$ cat src/hdl/ngga_pkg.sv
`timescale 1ns / 1ps
// ============================================================================
// ngga_pkg
// Shared types and constants of the GGA position parser: character codes,
// the classified byte passed from front to back, the parse steps, the result
// record and the status groups watched by the top level.
// ============================================================================
package ngga_pkg;

    // ascii codes the parser tests for
    localparam logic [7:0] CH_G     = 8'h47;
    localparam logic [7:0] CH_A     = 8'h41;
    localparam logic [7:0] CH_COMMA = 8'h2C;
    localparam logic [7:0] CH_POINT = 8'h2E;
    localparam logic [7:0] CH_S     = 8'h53;
    localparam logic [7:0] CH_E     = 8'h45;
    localparam logic [7:0] CH_ZERO  = 8'h30;

    // queue depth between stages and at the result side
    localparam int unsigned QUEUE_DEPTH = 2;
    localparam int unsigned CNT_W       = $clog2(QUEUE_DEPTH + 1);
    localparam int unsigned PTR_W       = $clog2(QUEUE_DEPTH);

    // one received byte with its character class flags
    typedef struct packed {
        logic [7:0] data;
        logic       is_g;
        logic       is_a;
        logic       is_comma;
        logic       is_point;
        logic       is_s;
        logic       is_e;
    } ngga_item_t;

    // parse steps through the sentence
    typedef enum logic [4:0] {
        ST_HUNT_G1       = 5'd1,
        ST_HUNT_G2       = 5'd2,
        ST_HUNT_A        = 5'd3,
        ST_SKIP_TIME     = 5'd4,
        ST_SKIP_TO_LAT   = 5'd5,
        ST_LAT_DEG       = 5'd6,
        ST_LAT_MIN_TENS  = 5'd7,
        ST_LAT_MIN_UNITS = 5'd8,
        ST_LAT_INT       = 5'd9,
        ST_LAT_FRAC0     = 5'd10,
        ST_LAT_FRAC1     = 5'd11,
        ST_LAT_FRAC2     = 5'd12,
        ST_LAT_FRAC3     = 5'd13,
        ST_LAT_HEMI      = 5'd14,
        ST_LAT_SKIP      = 5'd15,
        ST_LON_DEG       = 5'd16,
        ST_LON_MIN_TENS  = 5'd17,
        ST_LON_MIN_UNITS = 5'd18,
        ST_LON_INT       = 5'd19,
        ST_LON_FRAC0     = 5'd20,
        ST_LON_FRAC1     = 5'd21,
        ST_LON_FRAC2     = 5'd22,
        ST_LON_FRAC3     = 5'd23,
        ST_LON_HEMI      = 5'd24,
        ST_LON_SKIP      = 5'd25,
        ST_SKIP_FIELD1   = 5'd26,
        ST_SKIP_FIELD2   = 5'd27,
        ST_SKIP_FIELD3   = 5'd28,
        ST_HEIGHT        = 5'd29,
        ST_TENTHS        = 5'd30
    } ngga_step_t;

    // one completed sentence
    typedef struct packed {
        logic [23:0] lat_degree_digits;
        logic [15:0] lat_minute_digits;
        logic [31:0] lat_fraction_digits;
        logic        lat_south;
        logic [23:0] lon_degree_digits;
        logic [15:0] lon_minute_digits;
        logic [31:0] lon_fraction_digits;
        logic        lon_west;
        logic [39:0] height_digits;
        logic [7:0]  height_tenths_digit;
        logic        fix_indicator;
    } ngga_result_t;

    // front queue status
    typedef struct packed {
        logic [CNT_W-1:0] count;
    } ngga_front_status_t;

    // back status
    typedef struct packed {
        logic             res_write;
        logic             fix_level;
        logic [CNT_W-1:0] res_count;
    } ngga_back_status_t;

endpackage

$ cat src/hdl/nmea_gga_position_parser.sv
`timescale 1ns / 1ps
// ----------------------------------------------------------------------------
// Takes one received character per clock while the front queue is not full
// and parses a GGA sentence into ASCII latitude, longitude and height
// digits. A front queue of two entries holds the classified bytes and the
// parse state machine takes one per cycle as long as the two-entry result
// queue has room. A result is written into the result queue when its
// tenths-of-meter byte is accepted and shows on the output ports once it
// heads that queue, and the fix indicator toggles with each completed
// sentence. Both queues stall on their own, so a waiting result does not
// hold up the input side until both result entries are occupied.
// ----------------------------------------------------------------------------
// ============================================================================
// nmea_gga_position_parser
// Top level: byte classifier front, parse back end and result queue.
// ============================================================================
module nmea_gga_position_parser (
    input  logic        clk,
    input  logic        rst_n,
    input  logic        push,
    output logic        full,
    input  logic [7:0]  rx_byte,
    input  logic        pop,
    output logic        empty,
    output logic [23:0] lat_degree_digits,
    output logic [15:0] lat_minute_digits,
    output logic [31:0] lat_fraction_digits,
    output logic        lat_south,
    output logic [23:0] lon_degree_digits,
    output logic [15:0] lon_minute_digits,
    output logic [31:0] lon_fraction_digits,
    output logic        lon_west,
    output logic [39:0] height_digits,
    output logic [7:0]  height_tenths_digit,
    output logic        fix_indicator
);
    import ngga_pkg::*;

    logic               item_valid;
    logic               item_ready;
    ngga_item_t         item;
    ngga_result_t       result;
    ngga_front_status_t front_status;
    ngga_back_status_t  back_status;

    // byte classifier and queue
    ngga_front u_front (
        .clk        (clk),
        .rst_n      (rst_n),
        .push       (push),
        .full       (full),
        .rx_byte    (rx_byte),
        .item_valid (item_valid),
        .item_ready (item_ready),
        .item       (item),
        .status     (front_status)
    );

    // parse state machine and result queue
    ngga_back u_back (
        .clk        (clk),
        .rst_n      (rst_n),
        .item_valid (item_valid),
        .item_ready (item_ready),
        .item       (item),
        .empty      (empty),
        .pop        (pop),
        .result     (result),
        .status     (back_status)
    );

    // result fields to ports
    assign lat_degree_digits   = result.lat_degree_digits;
    assign lat_minute_digits   = result.lat_minute_digits;
    assign lat_fraction_digits = result.lat_fraction_digits;
    assign lat_south           = result.lat_south;
    assign lon_degree_digits   = result.lon_degree_digits;
    assign lon_minute_digits   = result.lon_minute_digits;
    assign lon_fraction_digits = result.lon_fraction_digits;
    assign lon_west            = result.lon_west;
    assign height_digits       = result.height_digits;
    assign height_tenths_digit = result.height_tenths_digit;
    assign fix_indicator       = result.fix_indicator;

    // each completed sentence toggles the fix level
    a_fix_toggle : assert property (@(posedge clk) disable iff (!rst_n)
        back_status.res_write |=> (back_status.fix_level != $past(back_status.fix_level)))
        else $error("fix level did not toggle on a completed sentence");

    // fix level holds between sentences
    a_fix_hold : assert property (@(posedge clk) disable iff (!rst_n)
        !back_status.res_write |=> $stable(back_status.fix_level))
        else $error("fix level changed without a completed sentence");

    // queues never overfill
    a_front_bound : assert property (@(posedge clk) disable iff (!rst_n)
        front_status.count <= CNT_W'(QUEUE_DEPTH))
        else $error("front queue overfilled");

    a_back_bound : assert property (@(posedge clk) disable iff (!rst_n)
        back_status.res_count <= CNT_W'(QUEUE_DEPTH))
        else $error("result queue overfilled");

    // a result is only written while a byte is handed over
    a_write_take : assert property (@(posedge clk) disable iff (!rst_n)
        back_status.res_write |-> (item_valid && item_ready))
        else $error("result written without a byte transaction");

endmodule

$ cat src/hdl/ngga_front.sv
`timescale 1ns / 1ps
// ============================================================================
// ngga_front
// Accepts received bytes, tags each with its character class and holds them
// in a short queue until the parse stage takes them.
// ============================================================================
module ngga_front (
    input  logic                        clk,
    input  logic                        rst_n,
    input  logic                        push,
    output logic                        full,
    input  logic [7:0]                  rx_byte,
    output logic                        item_valid,
    input  logic                        item_ready,
    output ngga_pkg::ngga_item_t        item,
    output ngga_pkg::ngga_front_status_t status
);
    import ngga_pkg::*;

    ngga_item_t       mem_reg [QUEUE_DEPTH];
    ngga_item_t       class_item;
    logic [PTR_W-1:0] wr_ptr_reg;
    logic [PTR_W-1:0] wr_ptr_next;
    logic [PTR_W-1:0] rd_ptr_reg;
    logic [PTR_W-1:0] rd_ptr_next;
    logic [CNT_W-1:0] count_reg;
    logic [CNT_W-1:0] count_next;
    logic             wr_en;
    logic             rd_en;

    // classify the incoming byte
    always_comb
    begin
        class_item.data     = rx_byte;
        class_item.is_g     = (rx_byte == CH_G);
        class_item.is_a     = (rx_byte == CH_A);
        class_item.is_comma = (rx_byte == CH_COMMA);
        class_item.is_point = (rx_byte == CH_POINT);
        class_item.is_s     = (rx_byte == CH_S);
        class_item.is_e     = (rx_byte == CH_E);
    end

    // handshakes
    assign full       = (count_reg == CNT_W'(QUEUE_DEPTH));
    assign item_valid = (count_reg != '0);
    assign wr_en      = push && !full;
    assign rd_en      = item_valid && item_ready;
    assign item       = mem_reg[rd_ptr_reg];
    assign status.count = count_reg;

    // pointer and count update
    always_comb
    begin
        wr_ptr_next = wr_ptr_reg;
        rd_ptr_next = rd_ptr_reg;
        count_next  = count_reg;
        if (wr_en)
        begin
            wr_ptr_next = (wr_ptr_reg == PTR_W'(QUEUE_DEPTH - 1)) ? '0 : wr_ptr_reg + 1'b1;
        end
        if (rd_en)
        begin
            rd_ptr_next = (rd_ptr_reg == PTR_W'(QUEUE_DEPTH - 1)) ? '0 : rd_ptr_reg + 1'b1;
        end
        if (wr_en && !rd_en)
        begin
            count_next = count_reg + 1'b1;
        end
        else if (rd_en && !wr_en)
        begin
            count_next = count_reg - 1'b1;
        end
    end

    // queue control registers
    always_ff @(posedge clk or negedge rst_n)
    begin
        if (!rst_n)
        begin
            wr_ptr_reg <= '0;
            rd_ptr_reg <= '0;
            count_reg  <= '0;
        end
        else
        begin
            wr_ptr_reg <= wr_ptr_next;
            rd_ptr_reg <= rd_ptr_next;
            count_reg  <= count_next;
        end
    end

    // queue storage
    always_ff @(posedge clk)
    begin
        if (wr_en)
        begin
            mem_reg[wr_ptr_reg] <= class_item;
        end
    end

endmodule

$ cat src/hdl/ngga_back.sv
`timescale 1ns / 1ps
// ============================================================================
// ngga_back
// Walks the GGA parse steps over classified bytes, keeps the digit stores
// and places each completed sentence into a short result queue.
// ============================================================================
module ngga_back (
    input  logic                        clk,
    input  logic                        rst_n,
    input  logic                        item_valid,
    output logic                        item_ready,
    input  ngga_pkg::ngga_item_t        item,
    output logic                        empty,
    input  logic                        pop,
    output ngga_pkg::ngga_result_t      result,
    output ngga_pkg::ngga_back_status_t status
);
    import ngga_pkg::*;

    ngga_step_t  state_reg;
    ngga_step_t  state_next;
    logic [23:0] lat_deg_reg;
    logic [23:0] lat_deg_next;
    logic [15:0] lat_min_reg;
    logic [15:0] lat_min_next;
    logic [31:0] lat_frac_reg;
    logic [31:0] lat_frac_next;
    logic        lat_sign_reg;
    logic        lat_sign_next;
    logic [23:0] lon_deg_reg;
    logic [23:0] lon_deg_next;
    logic [15:0] lon_min_reg;
    logic [15:0] lon_min_next;
    logic [31:0] lon_frac_reg;
    logic [31:0] lon_frac_next;
    logic        lon_sign_reg;
    logic        lon_sign_next;
    logic [39:0] height_reg;
    logic [39:0] height_next;
    logic        level_reg;
    logic        level_next;
    logic        take;
    logic        res_write;
    ngga_result_t res_data;

    ngga_result_t     res_mem_reg [QUEUE_DEPTH];
    logic [PTR_W-1:0] res_wr_reg;
    logic [PTR_W-1:0] res_wr_next;
    logic [PTR_W-1:0] res_rd_reg;
    logic [PTR_W-1:0] res_rd_next;
    logic [CNT_W-1:0] res_count_reg;
    logic [CNT_W-1:0] res_count_next;
    logic             res_read;

    // take a byte whenever the result queue has room
    assign item_ready = (res_count_reg != CNT_W'(QUEUE_DEPTH));
    assign take       = item_valid && item_ready;

    // parse steps and digit stores
    always_comb
    begin
        state_next    = state_reg;
        lat_deg_next  = lat_deg_reg;
        lat_min_next  = lat_min_reg;
        lat_frac_next = lat_frac_reg;
        lat_sign_next = lat_sign_reg;
        lon_deg_next  = lon_deg_reg;
        lon_min_next  = lon_min_reg;
        lon_frac_next = lon_frac_reg;
        lon_sign_next = lon_sign_reg;
        height_next   = height_reg;
        level_next    = level_reg;
        res_write     = 1'b0;
        if (take)
        begin
            unique case (state_reg)
                ST_HUNT_G1:
                begin
                    if (item.is_g)
                    begin
                        state_next = ST_HUNT_G2;
                    end
                end
                ST_HUNT_G2:
                begin
                    state_next = item.is_g ? ST_HUNT_A : ST_HUNT_G1;
                end
                ST_HUNT_A:
                begin
                    state_next = item.is_a ? ST_SKIP_TIME : ST_HUNT_G1;
                end
                ST_SKIP_TIME:
                begin
                    if (item.is_comma)
                    begin
                        state_next = ST_SKIP_TO_LAT;
                    end
                end
                ST_SKIP_TO_LAT:
                begin
                    if (item.is_comma)
                    begin
                        state_next = ST_LAT_DEG;
                    end
                end
                ST_LAT_DEG:
                begin
                    lat_deg_next = {CH_ZERO, CH_ZERO, item.data};
                    state_next   = ST_LAT_MIN_TENS;
                end
                ST_LAT_MIN_TENS:
                begin
                    lat_min_next = {item.data, lat_min_reg[7:0]};
                    state_next   = ST_LAT_MIN_UNITS;
                end
                ST_LAT_MIN_UNITS:
                begin
                    lat_min_next = {lat_min_reg[15:8], item.data};
                    state_next   = ST_LAT_INT;
                end
                ST_LAT_INT:
                begin
                    if (item.is_point)
                    begin
                        lat_frac_next = {4{CH_ZERO}};
                        state_next    = ST_LAT_FRAC0;
                    end
                    else
                    begin
                        // extra integer digit shifts the oldest one out
                        lat_deg_next = {lat_deg_reg[15:0], lat_min_reg[15:8]};
                        lat_min_next = {lat_min_reg[7:0], item.data};
                    end
                end
                ST_LAT_FRAC0:
                begin
                    lat_frac_next = {item.data, lat_frac_reg[23:0]};
                    state_next    = ST_LAT_FRAC1;
                end
                ST_LAT_FRAC1:
                begin
                    if (item.is_comma)
                    begin
                        state_next = ST_LAT_HEMI;
                    end
                    else
                    begin
                        lat_frac_next = {lat_frac_reg[31:24], item.data, lat_frac_reg[15:0]};
                        state_next    = ST_LAT_FRAC2;
                    end
                end
                ST_LAT_FRAC2:
                begin
                    if (item.is_comma)
                    begin
                        state_next = ST_LAT_HEMI;
                    end
                    else
                    begin
                        lat_frac_next = {lat_frac_reg[31:16], item.data, lat_frac_reg[7:0]};
                        state_next    = ST_LAT_FRAC3;
                    end
                end
                ST_LAT_FRAC3:
                begin
                    if (item.is_comma)
                    begin
                        state_next = ST_LAT_HEMI;
                    end
                    else
                    begin
                        lat_frac_next = {lat_frac_reg[31:8], item.data};
                        state_next    = ST_LAT_HEMI;
                    end
                end
                ST_LAT_HEMI:
                begin
                    lat_sign_next = item.is_s;
                    state_next    = ST_LAT_SKIP;
                end
                ST_LAT_SKIP:
                begin
                    state_next = ST_LON_DEG;
                end
                ST_LON_DEG:
                begin
                    lon_deg_next = {CH_ZERO, CH_ZERO, item.data};
                    state_next   = ST_LON_MIN_TENS;
                end
                ST_LON_MIN_TENS:
                begin
                    lon_min_next = {item.data, lon_min_reg[7:0]};
                    state_next   = ST_LON_MIN_UNITS;
                end
                ST_LON_MIN_UNITS:
                begin
                    lon_min_next = {lon_min_reg[15:8], item.data};
                    state_next   = ST_LON_INT;
                end
                ST_LON_INT:
                begin
                    if (item.is_point)
                    begin
                        lon_frac_next = {4{CH_ZERO}};
                        state_next    = ST_LON_FRAC0;
                    end
                    else
                    begin
                        lon_deg_next = {lon_deg_reg[15:0], lon_min_reg[15:8]};
                        lon_min_next = {lon_min_reg[7:0], item.data};
                    end
                end
                ST_LON_FRAC0:
                begin
                    lon_frac_next = {item.data, lon_frac_reg[23:0]};
                    state_next    = ST_LON_FRAC1;
                end
                ST_LON_FRAC1:
                begin
                    if (item.is_comma)
                    begin
                        state_next = ST_LON_HEMI;
                    end
                    else
                    begin
                        lon_frac_next = {lon_frac_reg[31:24], item.data, lon_frac_reg[15:0]};
                        state_next    = ST_LON_FRAC2;
                    end
                end
                ST_LON_FRAC2:
                begin
                    if (item.is_comma)
                    begin
                        state_next = ST_LON_HEMI;
                    end
                    else
                    begin
                        lon_frac_next = {lon_frac_reg[31:16], item.data, lon_frac_reg[7:0]};
                        state_next    = ST_LON_FRAC3;
                    end
                end
                ST_LON_FRAC3:
                begin
                    if (item.is_comma)
                    begin
                        state_next = ST_LON_HEMI;
                    end
                    else
                    begin
                        lon_frac_next = {lon_frac_reg[31:8], item.data};
                        state_next    = ST_LON_HEMI;
                    end
                end
                ST_LON_HEMI:
                begin
                    lon_sign_next = !item.is_e;
                    state_next    = ST_LON_SKIP;
                end
                ST_LON_SKIP:
                begin
                    state_next = ST_SKIP_FIELD1;
                end
                ST_SKIP_FIELD1:
                begin
                    if (item.is_comma)
                    begin
                        state_next = ST_SKIP_FIELD2;
                    end
                end
                ST_SKIP_FIELD2:
                begin
                    if (item.is_comma)
                    begin
                        state_next = ST_SKIP_FIELD3;
                    end
                end
                ST_SKIP_FIELD3:
                begin
                    if (item.is_comma)
                    begin
                        height_next = {5{CH_ZERO}};
                        state_next  = ST_HEIGHT;
                    end
                end
                ST_HEIGHT:
                begin
                    if (item.is_point)
                    begin
                        state_next = ST_TENTHS;
                    end
                    else
                    begin
                        height_next = {height_reg[31:0], item.data};
                    end
                end
                ST_TENTHS:
                begin
                    level_next = !level_reg;
                    res_write  = 1'b1;
                    state_next = ST_HUNT_G1;
                end
                default:
                begin
                    state_next = ST_HUNT_G1;
                end
            endcase
        end
    end

    // result record built from the stores and the tenths byte
    always_comb
    begin
        res_data.lat_degree_digits   = lat_deg_reg;
        res_data.lat_minute_digits   = lat_min_reg;
        res_data.lat_fraction_digits = lat_frac_reg;
        res_data.lat_south           = lat_sign_reg;
        res_data.lon_degree_digits   = lon_deg_reg;
        res_data.lon_minute_digits   = lon_min_reg;
        res_data.lon_fraction_digits = lon_frac_reg;
        res_data.lon_west            = lon_sign_reg;
        res_data.height_digits       = height_reg;
        res_data.height_tenths_digit = item.data;
        res_data.fix_indicator       = !level_reg;
    end

    // parser registers
    always_ff @(posedge clk or negedge rst_n)
    begin
        if (!rst_n)
        begin
            state_reg    <= ST_HUNT_G1;
            lat_deg_reg  <= '0;
            lat_min_reg  <= '0;
            lat_frac_reg <= '0;
            lat_sign_reg <= 1'b0;
            lon_deg_reg  <= '0;
            lon_min_reg  <= '0;
            lon_frac_reg <= '0;
            lon_sign_reg <= 1'b0;
            height_reg   <= '0;
            level_reg    <= 1'b0;
        end
        else
        begin
            state_reg    <= state_next;
            lat_deg_reg  <= lat_deg_next;
            lat_min_reg  <= lat_min_next;
            lat_frac_reg <= lat_frac_next;
            lat_sign_reg <= lat_sign_next;
            lon_deg_reg  <= lon_deg_next;
            lon_min_reg  <= lon_min_next;
            lon_frac_reg <= lon_frac_next;
            lon_sign_reg <= lon_sign_next;
            height_reg   <= height_next;
            level_reg    <= level_next;
        end
    end

    // result queue handshakes
    assign empty    = (res_count_reg == '0);
    assign res_read = pop && !empty;
    assign result   = res_mem_reg[res_rd_reg];

    // result queue pointers and count
    always_comb
    begin
        res_wr_next    = res_wr_reg;
        res_rd_next    = res_rd_reg;
        res_count_next = res_count_reg;
        if (res_write)
        begin
            res_wr_next = (res_wr_reg == PTR_W'(QUEUE_DEPTH - 1)) ? '0 : res_wr_reg + 1'b1;
        end
        if (res_read)
        begin
            res_rd_next = (res_rd_reg == PTR_W'(QUEUE_DEPTH - 1)) ? '0 : res_rd_reg + 1'b1;
        end
        if (res_write && !res_read)
        begin
            res_count_next = res_count_reg + 1'b1;
        end
        else if (res_read && !res_write)
        begin
            res_count_next = res_count_reg - 1'b1;
        end
    end

    // result queue control registers
    always_ff @(posedge clk or negedge rst_n)
    begin
        if (!rst_n)
        begin
            res_wr_reg    <= '0;
            res_rd_reg    <= '0;
            res_count_reg <= '0;
        end
        else
        begin
            res_wr_reg    <= res_wr_next;
            res_rd_reg    <= res_rd_next;
            res_count_reg <= res_count_next;
        end
    end

    // result queue storage
    always_ff @(posedge clk)
    begin
        if (res_write)
        begin
            res_mem_reg[res_wr_reg] <= res_data;
        end
    end

    // status toward the top level
    assign status.res_write = res_write;
    assign status.fix_level = level_reg;
    assign status.res_count = res_count_reg;

endmodule
$ cat config.mk
export PLATFORM = sky130hd
export DESIGN_NAME = nmea_gga_position_parser
export DESIGN_NICKNAME = d
export VERILOG_FILES = /design/src/hdl/ngga_pkg.sv /design/src/hdl/nmea_gga_position_parser.sv /design/src/hdl/ngga_front.sv /design/src/hdl/ngga_back.sv
export SDC_FILE = /design/constraint.sdc
export NUM_CORES = 1
export LEC_CHECK = 0
export BUFFER_PORTS_ARGS = -buffer_cell sky130_fd_sc_hd__buf_2
export CAP_MARGIN = 20
export CELL_PAD_IN_SITES_DETAIL_PLACEMENT = 0
export CELL_PAD_IN_SITES_GLOBAL_PLACEMENT = 1
export CORE_UTILIZATION = 45
export CTS_CLUSTER_SIZE = 20
export DETAILED_ROUTE_END_ITERATION = 8
export GPL_TIMING_DRIVEN = 0
export PLACE_DENSITY_LB_ADDON = 0.05
export SLEW_MARGIN = 20
export SYNTH_ARGS = -nofsm -noshare
export SYNTH_HDL_FRONTEND = slang
export SYNTH_SLANG_ARGS = --single-unit
$ cat constraint.sdc
create_clock -name clk -period 20.5 [get_ports clk]
set_clock_uncertainty 0.1 [all_clocks]
set_input_delay 4.1 -clock clk [delete_from_list [all_inputs] [get_ports clk]]
set_output_delay 4.1 -clock clk [all_outputs]
set_load 0.1 [all_outputs]
==> impl_metrics.csv, run 1 <==
group,metric,value,unit
run_status,status,"completed",
critical_path,end_kind,"output port",
global_route,grt_use_met3,3.44,%
final_layout,nets,1855,
critical_path,crit_arrival,3.37,ns
clock_tree,cts_tree,"yes",
global_route,grt_pass1_wl,87200,um
timing,tns,0,ns
clock_tree,cts_resized,0,
pwr,powerDensity,156,nW/um^2
placed_design,gp_congestion,0.891,
timing,max-slew-margin-rel,28.8,%
critical_path,worstPathRequired,16.30,ns
timing,setup_violations,0,
yosys,synthArstFlopShare,32.4,%
critical_path,r2r.worst_path.cells,5,
timing,rsz0062_at_grt,"no",
yosys,synthFlopType,"edfxtp_1",
yosys,synth_top_area_share,52.5,%
timing,min_period_over_period,36.9,%
floorplanning,ioPinCount,209,
global_route,antenna_found_initial,2,
pwr,ir_worst_vdd,0.000111,V
critical_path,start_kind,"flip-flop",
yosys,yosysTopAreaCell,"edfxtp_1",
pwr,p_leak,0.0113,uW
clock_tree,cts_root_buf,"clkbuf_16",
detailed_routing,wirelength,58500,um
yosys,synthCells,1535,
floorplanning,die_h,232,um
clock_tree,cts_buffers,66,
critical_path,crit_type,"reg2out",
global_route,grt_util_met1,30.8,%
placed_design,place_inst,2461,
global_route,busiest_layer,"met2",
critical_path,reg2reg_slack,17.19,ns
min_path,hp-class,"reg2reg",
yosys,synth-seq-cells,618,
clock_tree,clk_latency,0.59,ns
clock_tree,hold_buffers,0,
timing,finalHoldViolCount,0,
yosys,synth_area_per_cell,15.6,um^2
critical_path,cp_max_fo,10,
yosys,synth-edff-count,418,
yosys,synth_commonest_cells,"edfxtp_1, mux2_2, dfrtp_1",
final_layout,diodes,0,
yosys,synth_warnings,0,
placed_design,io_buffers,208,
yosys,syn_area,23900,um^2
global_route,use_met2,35.5,%
clock_tree,htree_levels,3,
floorplanning,core_region_area,52600,um^2
yosys,ys_types,70,
final_layout,multi_input_area,5910,um^2
timing,clock.fmax,0.132,GHz
final_layout,largest_reg_flops,390,
floorplanning,die_w,232,um
final_layout,final.fill_count,4401,
final_layout,stdcell_area,28300,um^2
detailed_routing,viasPerCell,5.34,
placed_design,dp_hpwl,39900,um
detailed_routing,dr_total_vias,13784,
timing,layout_min_cycle_time,7.57,ns
timing,slew_violations,0,
clock_tree,clk_pin_slew,0.06,ns
final_layout,regArea,17600,um^2
clock_tree,cts_setup_buffers,0,
detailed_routing,firstDrtPassIters,5,
final_layout,area_delta_synth_final,18.6,%
global_route,overflow,0,
job,maxCapViolations,0,
final_layout,final_cells,2579,
critical_path,crit_end,"lon_fraction_digits[23]",
yosys,synth_area_leaders,"edfxtp_1, dfrtp_1, mux2_2, nand2_1, o21ai_0",
placed_design,placed_area,26200,um^2
detailed_routing,antenna_left,0,
clock_tree,clk_path_buf_depth,3,
critical_path,startpoint,"u_back.res_rd_reg",
yosys,syn_nets,1549,
floorplanning,die_area,54000,um^2
final_layout,final_layout_size_suffix_gt1_share,33.3,%
global_route,grt_pass1_vias,13933,
timing,max_slew.worst_pin.slew,1.07,ns
detailed_routing,wire_per_inst,22.7,um
floorplanning,rows,84,
critical_path,timing.rr.end,"u_back.res_mem_reg[1][120]",
detailed_routing,drc,0,
global_route,grtUsageTotal,22.1,%
yosys,yosysMostFrequentCell,"edfxtp_1",
clock_tree,cts_num_sinks,618,
detailed_routing,drt_iter0_drc,938,
yosys,seq_area_frac_synth,73.4,%
critical_path,r2r-start,"u_back.state_reg[4]",
global_route,grt_max_degree,90,
floorplanning,start_util,45.5,%
[where the power goes]
group	internal [uW]	switching, uW
clock network	693	470
registers	1520	116
logic	383	1240
[critical path, cell delays in order, from the launching register on]
cell      delay [ns]
dfrtp_1         0.32
clkbuf_1        0.37
clkbuf_1        0.66
clkbuf_1        0.64
mux2_2          0.35
buf_2           0.44
[per-layer routing]
layer,vias to the layer above,wire length [um]
li1,6335,-
met1,7043,26800
met2,315,27900
met3,91,2440
met4,0,1410
met5,-,0
[through the flow]
stage          util [%]  setup WS, ns  total power, uW  hold slack [ns]
2_1_floorplan         -          8.29             2870            0.337
3_3_place_gp       49.1          1.24             3290            0.343
3_5_place_dp       49.9         13.43             3300            0.354
4_1_cts            53.9         12.78             4470            0.366
5_1_grt            53.9         12.69             4610            0.378
6_report           53.9         12.93             4430            0.359
[placed cells by master, fill, tap and decap left out, drive strengths merged, types with 2 or more instances in the layout]
cell type  instances
and2               5
o31ai             38
nor2b              5
a22oi             16
or3b               3
mux2i             15
nor3b              3
xnor2              7
nand4              4
nand3             12
a21o               4
nor4               3
nand2            188
ha                 2
o22ai              2
a32oi              2
o22a               5
clkinv            19
dfrtp            199
a21oi             23
clkbuf           145
nand2b             8
buf              273
a211o              3
edfxtp           418
nor3              16
o21ai            113
and3               4
or3                3
xor2               5
mux2             230
nor2              50
inv               17
a22o              24
o211ai             3
bufinv             4
[logic make-up after synthesis]
family	count (synthesis)	synth area share, %
mux	245	11.5
buf+inv	103	1.93
simple gates	311	5.79
compound gates	244	6.76
xor+xnor	12	0.440
flops	618	73.4
fa+ha+maj	2	0.105
[worst min-delay path by stage]
| stage | slack [ns] | to | cells after the start | startpoint |
|---|---|---|---|---|
| floorplan | 0.34 | u_back.res_mem_reg[0][127] | 0 | u_back.lat_frac_reg[4] |
| global placement | 0.34 | u_back.res_mem_reg[1][53] | 0 | u_back.lon_frac_reg[3] |
| detailed placement | 0.35 | u_back.res_mem_reg[1][128] | 0 | u_back.lat_frac_reg[5] |
| CTS | 0.37 | u_back.res_mem_reg[1][143] | 0 | u_back.lat_frac_reg[20] |
| global route | 0.38 | u_back.res_mem_reg[0][128] | 0 | u_back.lat_frac_reg[5] |
| finish | 0.36 | u_back.res_mem_reg[1][79] | 0 | u_back.lon_frac_reg[29] |
[final cells by class]
type	count	area share, %
Clock buffer	93	6.66
Inverter	16	0.212
Sequential cell	618	61.9
Timing Repair Buffer	238	5.06
Multi-Input combinational cell	814	20.8
Tap cell	688	3.04
Buffer	87	1.43
Clock inverter	25	0.825
(Power assumes the default switching activity.)
==> inputs of run 2 (changes only) <==
--- a/config.mk
+++ b/config.mk
@@ -5,6 +5,7 @@
 export SDC_FILE = /design/constraint.sdc
 export NUM_CORES = 1
 export LEC_CHECK = 0
+export ABC_AREA = 1
 export BUFFER_PORTS_ARGS = -buffer_cell sky130_fd_sc_hd__buf_2
 export CAP_MARGIN = 20
 export CELL_PAD_IN_SITES_DETAIL_PLACEMENT = 0
==> constraint.sdc (replaced) <==
create_clock -name clk -period 7.35 [get_ports clk]
set_clock_uncertainty 0.1 [all_clocks]
set_input_delay 1.47 -clock clk [delete_from_list [all_inputs] [get_ports clk]]
set_output_delay 1.47 -clock clk [all_outputs]
set_load 0.1 [all_outputs]
==> impl_metrics.csv, run 2 <==
group,metric,value,unit
min_path,hp-class,"reg2reg",
yosys,syn_area,24300,um^2
clock_tree,clk_pin_slew,0.06,ns
critical_path,worstPathRequired,5.78,ns
global_route,grt_pass1_wl,97300,um
final_layout,final_layout_size_suffix_gt1_share,16.8,%
critical_path,cp_common_cell,"clkbuf_1",
floorplanning,start_util,45.9,%
final_layout,nets,2482,
global_route,grt_pass1_vias,15666,
detailed_routing,dr_total_vias,16473,
final_layout,final.fill_count,4591,
yosys,synth_warnings,0,
placed_design,gp_congestion,0.873,
detailed_routing,drc,20,
yosys,synth-seq-cells,618,
yosys,ys_types,40,
detailed_routing,antenna_left,0,
placed_design,dp_hpwl,45200,um
placed_design,dpl_worst_slack,2.84,ns
clock_tree,cts_num_sinks,618,
critical_path,crit_buf_inv,5,
yosys,yosysTopAreaCell,"edfxtp_1",
critical_path,worstPathCellList,"clkbuf_1 > inv_2 > clkbuf_1 > clkbuf_1 > nand2_1 > nand2_1 > buf_2",
floorplanning,rows,84,
detailed_routing,wire_per_inst,20.6,um
run_status,violations,"DRC",
clock_tree,clk_latency,0.58,ns
global_route,antenna_found_initial,2,
floorplanning,core_region_area,52900,um^2
clock_tree,clk_path_buf_depth,3,
clock_tree,hold_buffers,0,
yosys,seq_area_frac_synth,72.4,%
yosys,synth_top_area_share,51.7,%
critical_path,critPathMaxStageDelay,0.77,ns
pwr,powerDensity,442,nW/um^2
timing,setup_violations,0,
timing,max_slew.worst_pin.slew,1.08,ns
critical_path,r2r-start,"u_back.state_reg[4]",
pwr,ir_worst_vdd,0.000356,V
critical_path,cp_slowest_cell,"clkbuf_1",
placed_design,io_buffers,208,
timing,max-slew-margin-rel,27.3,%
clock_tree,cts_buffers,66,
timing,rsz0062_at_grt,"no",
clock_tree,cts_resized,0,
clock_tree,cts_tree,"yes",
final_layout,final_cell_mix,"nand2_1, edfxtp_1, buf_2",
detailed_routing,wirelength,66000,um
critical_path,end_kind,"output port",
job,maxCapViolations,0,
yosys,synth_commonest_cells,"nand2_1, edfxtp_1, dfrtp_1",
final_layout,finalCoreUtilization,54.5,%
global_route,overflow,0,
final_layout,final_common_cell,"nand2_1",
final_layout,largest_reg_flops,390,
yosys,synth_area_per_cell,11.2,um^2
floorplanning,ioPinCount,209,
yosys,synthCells,2173,
critical_path,startpoint,"u_back.res_rd_reg",
critical_path,crit_type,"reg2out",
timing,layout_setup_ws,2.26,ns
floorplanning,die_area,54800,um^2
yosys,synth-edff-count,418,
global_route,grtUsageTotal,24.4,%
yosys,synthArstFlopShare,32.4,%
timing,min_period_over_period,69.2,%
critical_path,start_kind,"flip-flop",
timing,clock.fmax,0.197,GHz
clock_tree,htree_levels,3,
yosys,yosysMostFrequentCell,"nand2_1",
global_route,grt_max_degree,84,
critical_path,cp_max_fo,10,
critical_path,crit_arrival,3.52,ns
clock_tree,cts_root_buf,"clkbuf_16",
floorplanning,die_h,234,um
critical_path,crit_family,"buffers and inverters",
yosys,synthFlopType,"edfxtp_1",
pwr,p_leak,0.0129,uW
final_layout,area_delta_synth_final,18.8,%
detailed_routing,drt_iter0_drc,1335,
min_path,min-delay-start,"u_back.lon_frac_reg[12]",
run_status,status,"finished, violations left",
yosys,synth_area_leaders,"edfxtp_1, dfrtp_1, nand2_1, o21ai_0, nand3_1",
timing,finalHoldViolCount,0,
clock_tree,cts_setup_buffers,0,
timing,layout_min_cycle_time,5.09,ns
yosys,syn_nets,2187,
detailed_routing,firstDrtPassIters,8,
detailed_routing,viasPerCell,5.13,
timing,timing.hold.ws,0.363,ns
timing,slew_violations,0,
floorplanning,die_w,234,um
## run 2: cell types whose count changed in the layout (fill, tap and decap cells not counted), sizes merged, moves of 14 or more
| cell | change |
|---|---|
| inv | +91 |
| nor2 | +62 |
| nand3 | +78 |
| mux2i | -15 |
| a22oi | -14 |
| o21ai | +61 |
| mux2 | -230 |
| nand2 | +685 |
| o31ai | -26 |
| a22o | -24 |
| clkbuf | +14 |
| buf | -17 |
## run 2: final timing paths
kind / cells past startpoint / end / slack [ns]
worst max register to register: 9 / u_back.res_mem_reg[0][190] / 3.33
worst min register to register: 0 / u_back.res_mem_reg[0][62] / 0.36
max in group asynchronous: 2 / u_back.height_reg[21] / 5.61
min in group asynchronous: 1 / u_back.lat_frac_reg[18] / 0.71
worst max-delay path: 7 / height_digits[16] / 2.26
worst min-delay path: 0 / u_back.res_mem_reg[0][62] / 0.36
## run 2: per-layer routing
metal	GRT usage, %	part of all wire, %	up-vias
li1	-	-	7889
met2	37.6	46	502
met1	34.9	45	7987
met4	7.55	2.4	0
met5	0	0	-
met3	4.74	6.8	95
## run 2: kinds of logic (layout without fill, tap and decap cells)
| kind of cell | count (synthesis) | count (layout) | synth area share, % |
|---|---|---|---|
| fa+ha+maj | 2 | 2 | 0.103 |
| flops | 618 | 618 | 72.4 |
| simple gates | 1099 | 1099 | 18.4 |
| buf+inv | 198 | 545 | 3.29 |
| xor+xnor | 7 | 7 | 0.253 |
| other cells | 0 | 1 | 0 |
| compound gates | 249 | 249 | 5.62 |
## run 2: cell type report
cell class / count / area (um^2) / share of cell area, %
Sequential cell: 618 / 17600 / 60.9
Multi-Input combinational cell: 1357 / 5940 / 20.6
Clock buffer: 99 / 1980 / 6.87
Timing Repair Buffer: 227 / 1480 / 5.15
Tap cell: 688 / 861 / 2.99
Inverter: 109 / 409 / 1.42
Buffer: 89 / 388 / 1.35
Clock inverter: 21 / 213 / 0.738
Antenna cell: 1 / 2.50 / 0.00868
## run 2: report_power, final
group	internal [uW]	switching (uW)	leakage (uW)
combinational	726	4340	0.00496
sequential	4110	242	0.00684
clock	2000	1320	0.00108
## run 2: stage by stage
step                instance area (um^2)  setup TNS (ns)  power (uW)  cells
detailed placement                 26600               0        9510   3088
finish                             28800               0       12700   3209
floorplan                          24300               0        8090   2173
global placement                   26200        -1386.96        9480   3069
CTS                                28800               0       12800   3208
global route                       28800               0       13300   3208
